### src/brle_pkg.sv
// Shared types and constants for the BMP RLE8 decoder.
// Depends on nothing; every other file in src uses it by scoped names.
`timescale 1ns / 1ps

package brle_pkg;

    localparam int POS_W    = 13;   // column, row and config fields
    localparam int STRIDE_W = 14;   // stride reaches 8192
    localparam int COUNT_W  = 25;   // repeat count on the output
    localparam int PROD_W   = POS_W + STRIDE_W;
    localparam int CFG_IDX_W = 2;

    localparam logic [POS_W-1:0]    POS_MAX      = '1;
    localparam logic [COUNT_W-1:0]  CNT_MAX      = '1;
    localparam logic [STRIDE_W-1:0] STRIDE_ROUND = 14'd3;
    localparam logic [STRIDE_W-1:0] STRIDE_MASK  = ~STRIDE_ROUND;

    localparam logic [CFG_IDX_W-1:0] CFG_IMAGE_WIDTH  = 2'd0;
    localparam logic [CFG_IDX_W-1:0] CFG_IMAGE_HEIGHT = 2'd1;

    localparam logic [7:0] ESC_EOL   = 8'd0;
    localparam logic [7:0] ESC_EOB   = 8'd1;
    localparam logic [7:0] ESC_DELTA = 8'd2;

    typedef enum logic [2:0] {
        PH_COUNT  = 3'd0,
        PH_SECOND = 3'd1,
        PH_DX     = 3'd2,
        PH_DY     = 3'd3,
        PH_LIT    = 3'd4,
        PH_PAD    = 3'd5
    } t_phase;

    typedef struct packed {
        logic [7:0] code_byte;
        logic       start_of_image;
    } t_code_in;

    typedef struct packed {
        logic [7:0]         pixel_value;
        logic [COUNT_W-1:0] repeat_count;
        logic               end_of_image;
        logic               row_overrun;
    } t_seg_out;

    // Segment command: count = base + mult * stride.
    typedef struct packed {
        logic [7:0]          value;
        logic [STRIDE_W-1:0] base;
        logic [POS_W-1:0]    mult;
        logic                eoi;
        logic                ovr;
    } t_seg_cmd;

endpackage

### src/brle_parser.sv
// Byte parser for the RLE8 stream: phase machine, position tracking and
// the registered segment command. Depends on brle_pkg.
`timescale 1ns / 1ps

module brle_parser (
    input  logic                           i_clk,
    input  logic                           i_rst_n,
    input  logic                           i_in_valid,
    output logic                           o_in_ready,
    input  brle_pkg::t_code_in             i_in_data,
    input  logic [brle_pkg::STRIDE_W-1:0]  i_stride,
    input  logic [brle_pkg::POS_W-1:0]     i_height,
    output logic                           o_cmd_valid,
    input  logic                           i_cmd_ready,
    output brle_pkg::t_seg_cmd             o_cmd
);

    brle_pkg::t_phase                r_phase, n_phase, c_phase;
    logic [7:0]                      r_held_count, n_held_count, c_held_count;
    logic [7:0]                      r_literal_left, n_literal_left, c_literal_left;
    logic                            r_literal_odd, n_literal_odd, c_literal_odd;
    logic [7:0]                      r_held_dx, n_held_dx, c_held_dx;
    logic [brle_pkg::POS_W-1:0]      r_col, n_col, c_col;
    logic [brle_pkg::POS_W-1:0]      r_row, n_row, c_row;
    logic                            r_done, n_done, c_done;
    logic                            r_cmd_valid;
    brle_pkg::t_seg_cmd              r_cmd, n_cmd;
    logic                            n_emit;
    logic                            take;
    logic [7:0]                      b;
    logic                            col_past;
    logic [brle_pkg::STRIDE_W-1:0]   eol_fill;
    logic [7:0]                      lit_dec;

    function automatic logic [brle_pkg::POS_W-1:0] sat_pos(
        input logic [brle_pkg::POS_W:0] v
    );
        sat_pos = v[brle_pkg::POS_W] ? brle_pkg::POS_MAX : v[brle_pkg::POS_W-1:0];
    endfunction

    assign o_in_ready  = !r_cmd_valid || i_cmd_ready;
    assign take        = i_in_valid && o_in_ready;
    assign o_cmd_valid = r_cmd_valid;
    assign o_cmd       = r_cmd;
    assign b           = i_in_data.code_byte;

    // State as seen by this byte: start of image clears it first.
    always_comb begin
        if (i_in_data.start_of_image) begin
            c_phase        = brle_pkg::PH_COUNT;
            c_held_count   = '0;
            c_literal_left = '0;
            c_literal_odd  = 1'b0;
            c_held_dx      = '0;
            c_col          = '0;
            c_row          = '0;
            c_done         = 1'b0;
        end else begin
            c_phase        = r_phase;
            c_held_count   = r_held_count;
            c_literal_left = r_literal_left;
            c_literal_odd  = r_literal_odd;
            c_held_dx      = r_held_dx;
            c_col          = r_col;
            c_row          = r_row;
            c_done         = r_done;
        end
    end

    assign col_past = {1'b0, c_col} > i_stride;
    assign eol_fill = col_past ? '0 : i_stride - {1'b0, c_col};
    assign lit_dec  = c_literal_left - 8'd1;

    always_comb begin
        n_phase        = c_phase;
        n_held_count   = c_held_count;
        n_literal_left = c_literal_left;
        n_literal_odd  = c_literal_odd;
        n_held_dx      = c_held_dx;
        n_col          = c_col;
        n_row          = c_row;
        n_done         = c_done;
        n_emit         = 1'b0;
        n_cmd          = '{value: b, base: '0, mult: '0, eoi: 1'b0, ovr: 1'b0};
        if (!c_done) begin
            unique case (c_phase)
                brle_pkg::PH_COUNT: begin
                    n_held_count = b;
                    n_phase      = brle_pkg::PH_SECOND;
                end
                brle_pkg::PH_SECOND: begin
                    if (c_held_count != 8'd0) begin
                        n_phase    = brle_pkg::PH_COUNT;
                        n_col      = sat_pos({1'b0, c_col} + 14'(c_held_count));
                        n_emit     = 1'b1;
                        n_cmd.base = 14'(c_held_count);
                    end else begin
                        unique case (b)
                            brle_pkg::ESC_EOL: begin
                                n_col       = '0;
                                n_row       = sat_pos({1'b0, c_row} + 14'd1);
                                n_phase     = brle_pkg::PH_COUNT;
                                n_emit      = 1'b1;
                                n_cmd.value = 8'd0;
                                n_cmd.base  = eol_fill;
                                n_cmd.ovr   = col_past;
                            end
                            brle_pkg::ESC_EOB: begin
                                n_done      = 1'b1;
                                n_phase     = brle_pkg::PH_COUNT;
                                n_emit      = 1'b1;
                                n_cmd.value = 8'd0;
                                n_cmd.eoi   = 1'b1;
                                // Fill the rest of this row plus every whole row left.
                                if (c_row < i_height) begin
                                    n_cmd.base = eol_fill;
                                    n_cmd.ovr  = col_past;
                                    n_cmd.mult = i_height - c_row - 13'd1;
                                end
                            end
                            brle_pkg::ESC_DELTA: begin
                                n_phase = brle_pkg::PH_DX;
                            end
                            default: begin
                                n_literal_left = b;
                                n_literal_odd  = b[0];
                                n_phase        = brle_pkg::PH_LIT;
                            end
                        endcase
                    end
                end
                brle_pkg::PH_DX: begin
                    n_held_dx = b;
                    n_phase   = brle_pkg::PH_DY;
                end
                brle_pkg::PH_DY: begin
                    n_col       = sat_pos({1'b0, c_col} + 14'(c_held_dx));
                    n_row       = sat_pos({1'b0, c_row} + 14'(b));
                    n_phase     = brle_pkg::PH_COUNT;
                    n_emit      = 1'b1;
                    n_cmd.value = 8'd0;
                    n_cmd.base  = 14'(c_held_dx);
                    n_cmd.mult  = 13'(b);
                end
                brle_pkg::PH_LIT: begin
                    n_col          = sat_pos({1'b0, c_col} + 14'd1);
                    n_literal_left = lit_dec;
                    if (lit_dec == 8'd0) begin
                        n_phase = c_literal_odd ? brle_pkg::PH_PAD : brle_pkg::PH_COUNT;
                    end
                    n_emit     = 1'b1;
                    n_cmd.base = 14'd1;
                end
                brle_pkg::PH_PAD: begin
                    n_literal_odd = 1'b0;
                    n_phase       = brle_pkg::PH_COUNT;
                end
                default: begin
                    n_phase = brle_pkg::PH_COUNT;
                end
            endcase
        end
    end

    always_ff @(posedge i_clk) begin
        if (!i_rst_n) begin
            r_phase        <= brle_pkg::PH_COUNT;
            r_held_count   <= '0;
            r_literal_left <= '0;
            r_literal_odd  <= 1'b0;
            r_held_dx      <= '0;
            r_col          <= '0;
            r_row          <= '0;
            r_done         <= 1'b0;
            r_cmd_valid    <= 1'b0;
        end else begin
            if (take) begin
                r_phase        <= n_phase;
                r_held_count   <= n_held_count;
                r_literal_left <= n_literal_left;
                r_literal_odd  <= n_literal_odd;
                r_held_dx      <= n_held_dx;
                r_col          <= n_col;
                r_row          <= n_row;
                r_done         <= n_done;
            end
            if (o_in_ready) begin
                r_cmd_valid <= take && n_emit;
            end
        end
    end

    always_ff @(posedge i_clk) begin
        if (take) begin
            r_cmd <= n_cmd;
        end
    end

`ifndef SYNTHESIS
    a_lit_nonzero: assert property (@(posedge i_clk) disable iff (!i_rst_n)
        (r_phase == brle_pkg::PH_LIT) |-> (r_literal_left != 8'd0))
        else $error("literal phase with no bytes left");
    a_pad_odd: assert property (@(posedge i_clk) disable iff (!i_rst_n)
        (r_phase == brle_pkg::PH_PAD) |-> r_literal_odd)
        else $error("pad phase after even literal run");
    a_eob_done: assert property (@(posedge i_clk) disable iff (!i_rst_n)
        (take && n_emit && n_cmd.eoi) |=> r_done)
        else $error("end of bitmap did not mark decode done");
    a_done_quiet: assert property (@(posedge i_clk) disable iff (!i_rst_n)
        (take && r_done && !i_in_data.start_of_image) |=> !r_cmd_valid)
        else $error("segment emitted after end of bitmap");
`endif

endmodule

### src/brle_fill.sv
// Count stage: base plus multiple of stride, saturated, into the output register.
// Depends on brle_pkg.
`timescale 1ns / 1ps

module brle_fill (
    input  logic                           i_clk,
    input  logic                           i_rst_n,
    input  logic                           i_cmd_valid,
    output logic                           o_cmd_ready,
    input  brle_pkg::t_seg_cmd             i_cmd,
    input  logic [brle_pkg::STRIDE_W-1:0]  i_stride,
    output logic                           o_out_valid,
    input  logic                           i_out_ready,
    output brle_pkg::t_seg_out             o_out_data
);

    logic                          r_out_valid;
    brle_pkg::t_seg_out            r_out, n_out;
    logic [brle_pkg::PROD_W-1:0]   product;
    logic [brle_pkg::PROD_W-1:0]   total;

    assign o_cmd_ready = !r_out_valid || i_out_ready;
    assign o_out_valid = r_out_valid;
    assign o_out_data  = r_out;

    assign product = i_cmd.mult * i_stride;
    assign total   = product + brle_pkg::PROD_W'(i_cmd.base);

    always_comb begin
        n_out.pixel_value  = i_cmd.value;
        n_out.repeat_count = (total > brle_pkg::PROD_W'(brle_pkg::CNT_MAX))
                           ? brle_pkg::CNT_MAX : total[brle_pkg::COUNT_W-1:0];
        n_out.end_of_image = i_cmd.eoi;
        n_out.row_overrun  = i_cmd.ovr;
    end

    always_ff @(posedge i_clk) begin
        if (!i_rst_n) begin
            r_out_valid <= 1'b0;
        end else if (o_cmd_ready) begin
            r_out_valid <= i_cmd_valid;
        end
    end

    always_ff @(posedge i_clk) begin
        if (i_cmd_valid && o_cmd_ready) begin
            r_out <= n_out;
        end
    end

endmodule

### src/bmp_rle8_decoder.sv
// Top level of the BMP RLE8 decoder: configuration registers, parser and count stage.
// Depends on brle_pkg, brle_parser and brle_fill.
`timescale 1ns / 1ps

// BMP RLE8 decoder. Feed the compressed stream one byte per input beat; each
// output beat is a run segment (pixel_value repeated repeat_count times).
// Encoded runs give one segment, absolute literals one segment of count 1 per
// byte, the pad byte after an odd literal is dropped, and end of line, delta
// and end of bitmap give zero-fill segments sized from the row stride (width
// rounded up to a multiple of 4). end_of_image marks the last segment; bytes
// after it are dropped until a beat with start_of_image set. Throughput is one
// byte per clock while the output accepts, with no stalls of its own; a segment
// is registered in the parser's command register and then in the count stage,
// which does the single stride multiply-add and saturation.
// Write image_width and image_height only while the block is idle; the config
// port is always ready and ignores unknown indexes.
module bmp_rle8_decoder #(
    parameter int MAX_WIDTH  = 4096,
    parameter int MAX_HEIGHT = 4096
) (
    input  logic                            i_clk,
    input  logic                            i_rst_n,
    input  logic                            i_in_valid,
    output logic                            o_in_ready,
    input  brle_pkg::t_code_in              i_in_data,
    output logic                            o_out_valid,
    input  logic                            i_out_ready,
    output brle_pkg::t_seg_out              o_out_data,
    input  logic                            i_cfg_valid,
    output logic                            o_cfg_ready,
    input  logic [brle_pkg::CFG_IDX_W-1:0]  i_cfg_index,
    input  logic [brle_pkg::POS_W-1:0]      i_cfg_data
);

    // Reset values: width 1 gives stride 4, height 1.
    localparam logic [brle_pkg::STRIDE_W-1:0] STRIDE_RESET = 14'd4;
    localparam logic [brle_pkg::POS_W-1:0]    HEIGHT_RESET = 13'd1;

    logic [brle_pkg::STRIDE_W-1:0] r_stride, n_stride;
    logic [brle_pkg::POS_W-1:0]    r_height, n_height;
    logic [brle_pkg::STRIDE_W-1:0] width_clamped;
    logic                          cfg_write;

    logic                          cmd_valid;
    logic                          cmd_ready;
    brle_pkg::t_seg_cmd            cmd;

    assign o_cfg_ready = 1'b1;
    assign cfg_write   = i_cfg_valid && o_cfg_ready;

    // Clamp to the supported size, then round the stride up to a 4-byte multiple.
    assign width_clamped = (17'(i_cfg_data) > 17'(MAX_WIDTH))
                         ? brle_pkg::STRIDE_W'(MAX_WIDTH)
                         : brle_pkg::STRIDE_W'(i_cfg_data);
    assign n_stride = (width_clamped + brle_pkg::STRIDE_ROUND) & brle_pkg::STRIDE_MASK;
    assign n_height = (17'(i_cfg_data) > 17'(MAX_HEIGHT))
                    ? brle_pkg::POS_W'(MAX_HEIGHT) : i_cfg_data;

    always_ff @(posedge i_clk) begin
        if (!i_rst_n) begin
            r_stride <= STRIDE_RESET;
            r_height <= HEIGHT_RESET;
        end else if (cfg_write) begin
            if (i_cfg_index == brle_pkg::CFG_IMAGE_WIDTH) begin
                r_stride <= n_stride;
            end
            if (i_cfg_index == brle_pkg::CFG_IMAGE_HEIGHT) begin
                r_height <= n_height;
            end
        end
    end

    // Parser: one byte per beat, emits a segment command when the byte ends one.
    brle_parser u_parser (
        .i_clk       (i_clk),
        .i_rst_n     (i_rst_n),
        .i_in_valid  (i_in_valid),
        .o_in_ready  (o_in_ready),
        .i_in_data   (i_in_data),
        .i_stride    (r_stride),
        .i_height    (r_height),
        .o_cmd_valid (cmd_valid),
        .i_cmd_ready (cmd_ready),
        .o_cmd       (cmd)
    );

    // Count stage: resolve base + mult * stride and hold the result beat.
    brle_fill u_fill (
        .i_clk       (i_clk),
        .i_rst_n     (i_rst_n),
        .i_cmd_valid (cmd_valid),
        .o_cmd_ready (cmd_ready),
        .i_cmd       (cmd),
        .i_stride    (r_stride),
        .o_out_valid (o_out_valid),
        .i_out_ready (i_out_ready),
        .o_out_data  (o_out_data)
    );

endmodule
### config.mk
export PLATFORM = sky130hd
export DESIGN_NAME = bmp_rle8_decoder
export DESIGN_NICKNAME = d
export VERILOG_FILES = /design/src/brle_pkg.sv /design/src/brle_parser.sv /design/src/brle_fill.sv /design/src/bmp_rle8_decoder.sv
export SDC_FILE = /design/constraint.sdc
export NUM_CORES = 1
export LEC_CHECK = 0
export ABC_AREA = 1
export BUFFER_PORTS_ARGS = -buffer_cell sky130_fd_sc_hd__buf_2
export CORE_MARGIN = 2
export CORE_UTILIZATION = 40
export DETAILED_ROUTE_END_ITERATION = 8
export GPL_TIMING_DRIVEN = 0
export PLACE_DENSITY = 0.54
export SLEW_MARGIN = 10
export SYNTH_ARGS = -nofsm -noshare
export SYNTH_HDL_FRONTEND = slang
export SYNTH_SLANG_ARGS = --single-unit
### constraint.sdc
create_clock -name i_clk -period 13.8 [get_ports i_clk]
set_input_delay 2.76 -clock i_clk [delete_from_list [all_inputs] [get_ports i_clk]]
set_output_delay 2.76 -clock i_clk [all_outputs]
set_load 0.005 [all_outputs]
==> flow_metrics.py <==
metrics = {
    "run_status": {
        "status": "completed",
    },
    "route": {
        "drc": 0,
        "routed_via_density": 5.26,
        "drt-initial-drc-count": 1452,
        "vias": 17400,
        "post_drt_wl_per_cell_um": 18.8,
        "firstDrtPassIters": 6,
        "ant_nets": 0,
        "drt_wl_total_um": 62200,
    },
    "global_route": {
        "grt_pass1_vias": 17100,
        "grt_pass1_wl_um": 96400,
        "grt_max_degree": 32,
        "antenna_found_initial": 0,
        "met1_usage": 0.349,
        "use_met2": 0.461,
        "grt_use_total": 0.270,
        "grt-ovfl-total": 0,
        "gr-usage-met3": 0.0396,
        "top_usage_layer": "met2",
    },
    "cells_and_area": {
        "layout.cells.non_filler": 3311,
        "area_growth_syn_to_layout_pct": 9.48,
        "diodes": 0,
        "final_cell_mix": "nand2_1, inv_1, nor2_1, nand3_1, a21oi_1",
        "layout-drive-gt1-share": 0.0916,
        "nets": 2989,
        "layout_commonest_cell": "nand2_1",
        "fillers": 4659,
    },
    "place": {
        "pre_cts_slack_ns": 6.71,
        "dp_cells": 3279,
        "place_hpwl_um": 50100,
        "gp_congestion": 0.933,
        "portBuffers": 64,
    },
    "synthesis": {
        "yosysTopAreaCell": "nand2_1",
        "ys_seq_area_frac": 0.210,
        "syn_area_mm2": 0.0181,
        "synth_top_area_share": 0.133,
        "postSynthAreaPerCell_um2": 6.91,
        "synth_seq_cells": 154,
        "synth_cell_type_count": 55,
        "synth_nets": 2904,
        "yosys_warnings": 0,
        "ys_top_cells_by_area": "nand2_1, fa_1, edfxtp_1",
        "synth_cells": 2621,
    },
    "power_and_ir_drop": {
        "finalPower_mw": 1.49,
        "max-vdd-ir-drop_v": 0.0000884,
        "swShare": 0.367,
        "internal-power_mw": 0.945,
        "p_leak_nw": 10.1,
        "p_sw_mw": 0.547,
        "p_comb_frac": 0.318,
        "power_density_mw_per_mm2": 75.3,
        "p_seq_frac": 0.346,
        "pwr-share-clk": 0.336,
    },
    "worst_setup_path": {
        "critPathTopFamily": "adder cells",
        "crit_path_end_kind": "flip-flop",
        "crit_type": "reg -> reg",
        "crit_required_ns": 14.03,
        "startpoint_type": "flip-flop",
        "reg2regPathDepth": 31,
        "r2r_start": "r_stride[7]",
        "rr_endpoint": "u_fill.o_out_data[13]",
        "reg2reg_slack_ns": 6.72,
        "cp.arrival_ns": 7.31,
        "max_stage_delay_ns": 0.55,
        "cp_max_fo": 10,
        "worst-path-buf-inv": 9,
        "slowest_stage": "dfxtp_1",
    },
    "cts": {
        "cts_hold_buf": 0,
        "post_cts_buffers": 0,
        "cts_tree": "yes",
        "htreeDepth": 4,
        "clock-sinks": 154,
        "path_clk_slew_ns": 0.06,
        "clk_latency_ns": 0.50,
        "cts_buffers": 17,
        "clockRootBuffer": "clkbuf_16",
        "ctsResizeCount": 0,
        "clockBufferDepth": 2,
    },
    "min_path": {
        "hp-class": "reg -> reg",
        "hold_end": "u_fill.o_out_data[30]",
        "min-delay-start": "u_parser.o_cmd[32]",
        "hold_depth": 0,
    },
    "sta": {
        "clock_skew_ns": 0.0230,
        "tightest_slew_ns": 1.05,
        "fin_crit_sh": 0.513,
        "fmax_mhz": 141,
        "final-hold-violation-count": 0,
        "drv_slew": 0,
        "finalSetupViolCount": 0,
        "fin_ws_ns": 6.72,
        "holdWs_ns": 0.414,
        "grt_setup_unrepaired": "no",
        "tns_ns": 0,
        "relSlewSlack": 0.302,
        "period_minus_slack_ns": 7.08,
    },
    "floorplan": {
        "initial_core_util": 0.407,
        "die_area_mm2": 0.0470,
        "die_h_um": 217,
        "row_count": 77,
        "die_w_um": 217,
        "ios": 67,
        "core_area_mm2": 0.0444,
    },
    "flow_run": {
        "max_cap_viol_count": 0,
    },
}
==> logic make-up (layout without fill, tap and decap cells) <==
| group | after synthesis | count (layout) | synth area share |
|---|---|---|---|
| compound gates | 383 | 383 | 0.117 |
| xor+xnor | 74 | 74 | 0.0358 |
| fa+ha+maj | 254 | 254 | 0.223 |
| buf+inv | 608 | 706 | 0.131 |
| flops | 154 | 154 | 0.210 |
| other cells | 1 | 1 | 0.000207 |
| simple gates | 1147 | 1147 | 0.282 |
==> synth_stat cells, drive strengths merged <==
library cell  number
xnor2             23
and2               2
clkinv             1
edfxtp            72
clkbuf            55
nand4             38
a221oi             1
nor4               5
inv              533
nor3              25
o21bai             5
o21ai            154
o31ai              6
o221ai             5
nor3b              4
a21o               3
fa               115
a21boi             3
nand2            671
o211ai            25
a22oi              2
buf               19
a31oi              8
o2111ai            2
a41oi              1
o21a               2
o22ai             13
a211oi             3
o41ai              1
nor2             211
or2                6
ha               139
nand3            183
nand3b             2
o32ai              1
dfxtp             82
a21oi            148
conb               1
xor2              51
==> layout make-up <==
cell class / instances / area (um2) / share of cell area
clock inverter: 11 / 130 / 0.00657
sequential: 154 / 3800 / 0.192
inverter: 534 / 2010 / 0.102
tap: 592 / 741 / 0.0374
multi-input combinational: 1859 / 11900 / 0.602
buffer: 74 / 363 / 0.0183
timing repair buffer: 66 / 360 / 0.0182
clock buffer: 21 / 472 / 0.0238
==> metal layers <==
layer | share of wire | routed length (um) | up-vias
li1 | - | - | 8469
met1 | 0.44 | 27100 | 8304
met2 | 0.48 | 29600 | 543
met3 | 0.059 | 3700 | 100
met4 | 0.029 | 1820 | 0
met5 | 0 | 0 | -
==> state kept, by name (all words and copies together) (netlist names), 12 cells and up <==
name               flops
r_height              13
u_fill.o_out_data     35
u_parser.o_cmd        37
r_stride              12
u_parser.r_row        13
u_parser.r_col        13
==> how the worst max path moves through the flow <==
stage | endpoint | startpoint | cells after the start
after floorplan | u_fill.o_out_data[10] | r_stride[7] | 31
after global placement | u_fill.o_out_data[26] | r_stride[7] | 31
after detailed placement | u_fill.o_out_data[13] | r_stride[7] | 31
after CTS | u_fill.o_out_data[13] | r_stride[7] | 31
after global routing | u_fill.o_out_data[13] | r_stride[7] | 31
final | u_fill.o_out_data[13] | r_stride[7] | 31
==> power by group through the flow <==
| stage | registers, mW | clock network (mW) | logic (mW) |
|---|---|---|---|
| after floorplan | 0.520 | 0 | 0.343 |
| after global placement | 0.526 | 0 | 0.467 |
| after detailed placement | 0.526 | 0 | 0.473 |
| after CTS | 0.516 | 0.511 | 0.476 |
| after global routing | 0.518 | 0.528 | 0.534 |
| final | 0.516 | 0.502 | 0.475 |
==> stage by stage <==
step	util	cell area, um2
after floorplan	-	18100
after global placement	0.431	19200
after detailed placement	0.433	19200
after CTS	0.446	19800
after global routing	0.446	19800
final	0.446	19800
Note: power is estimated with default switching activity, not from simulation.
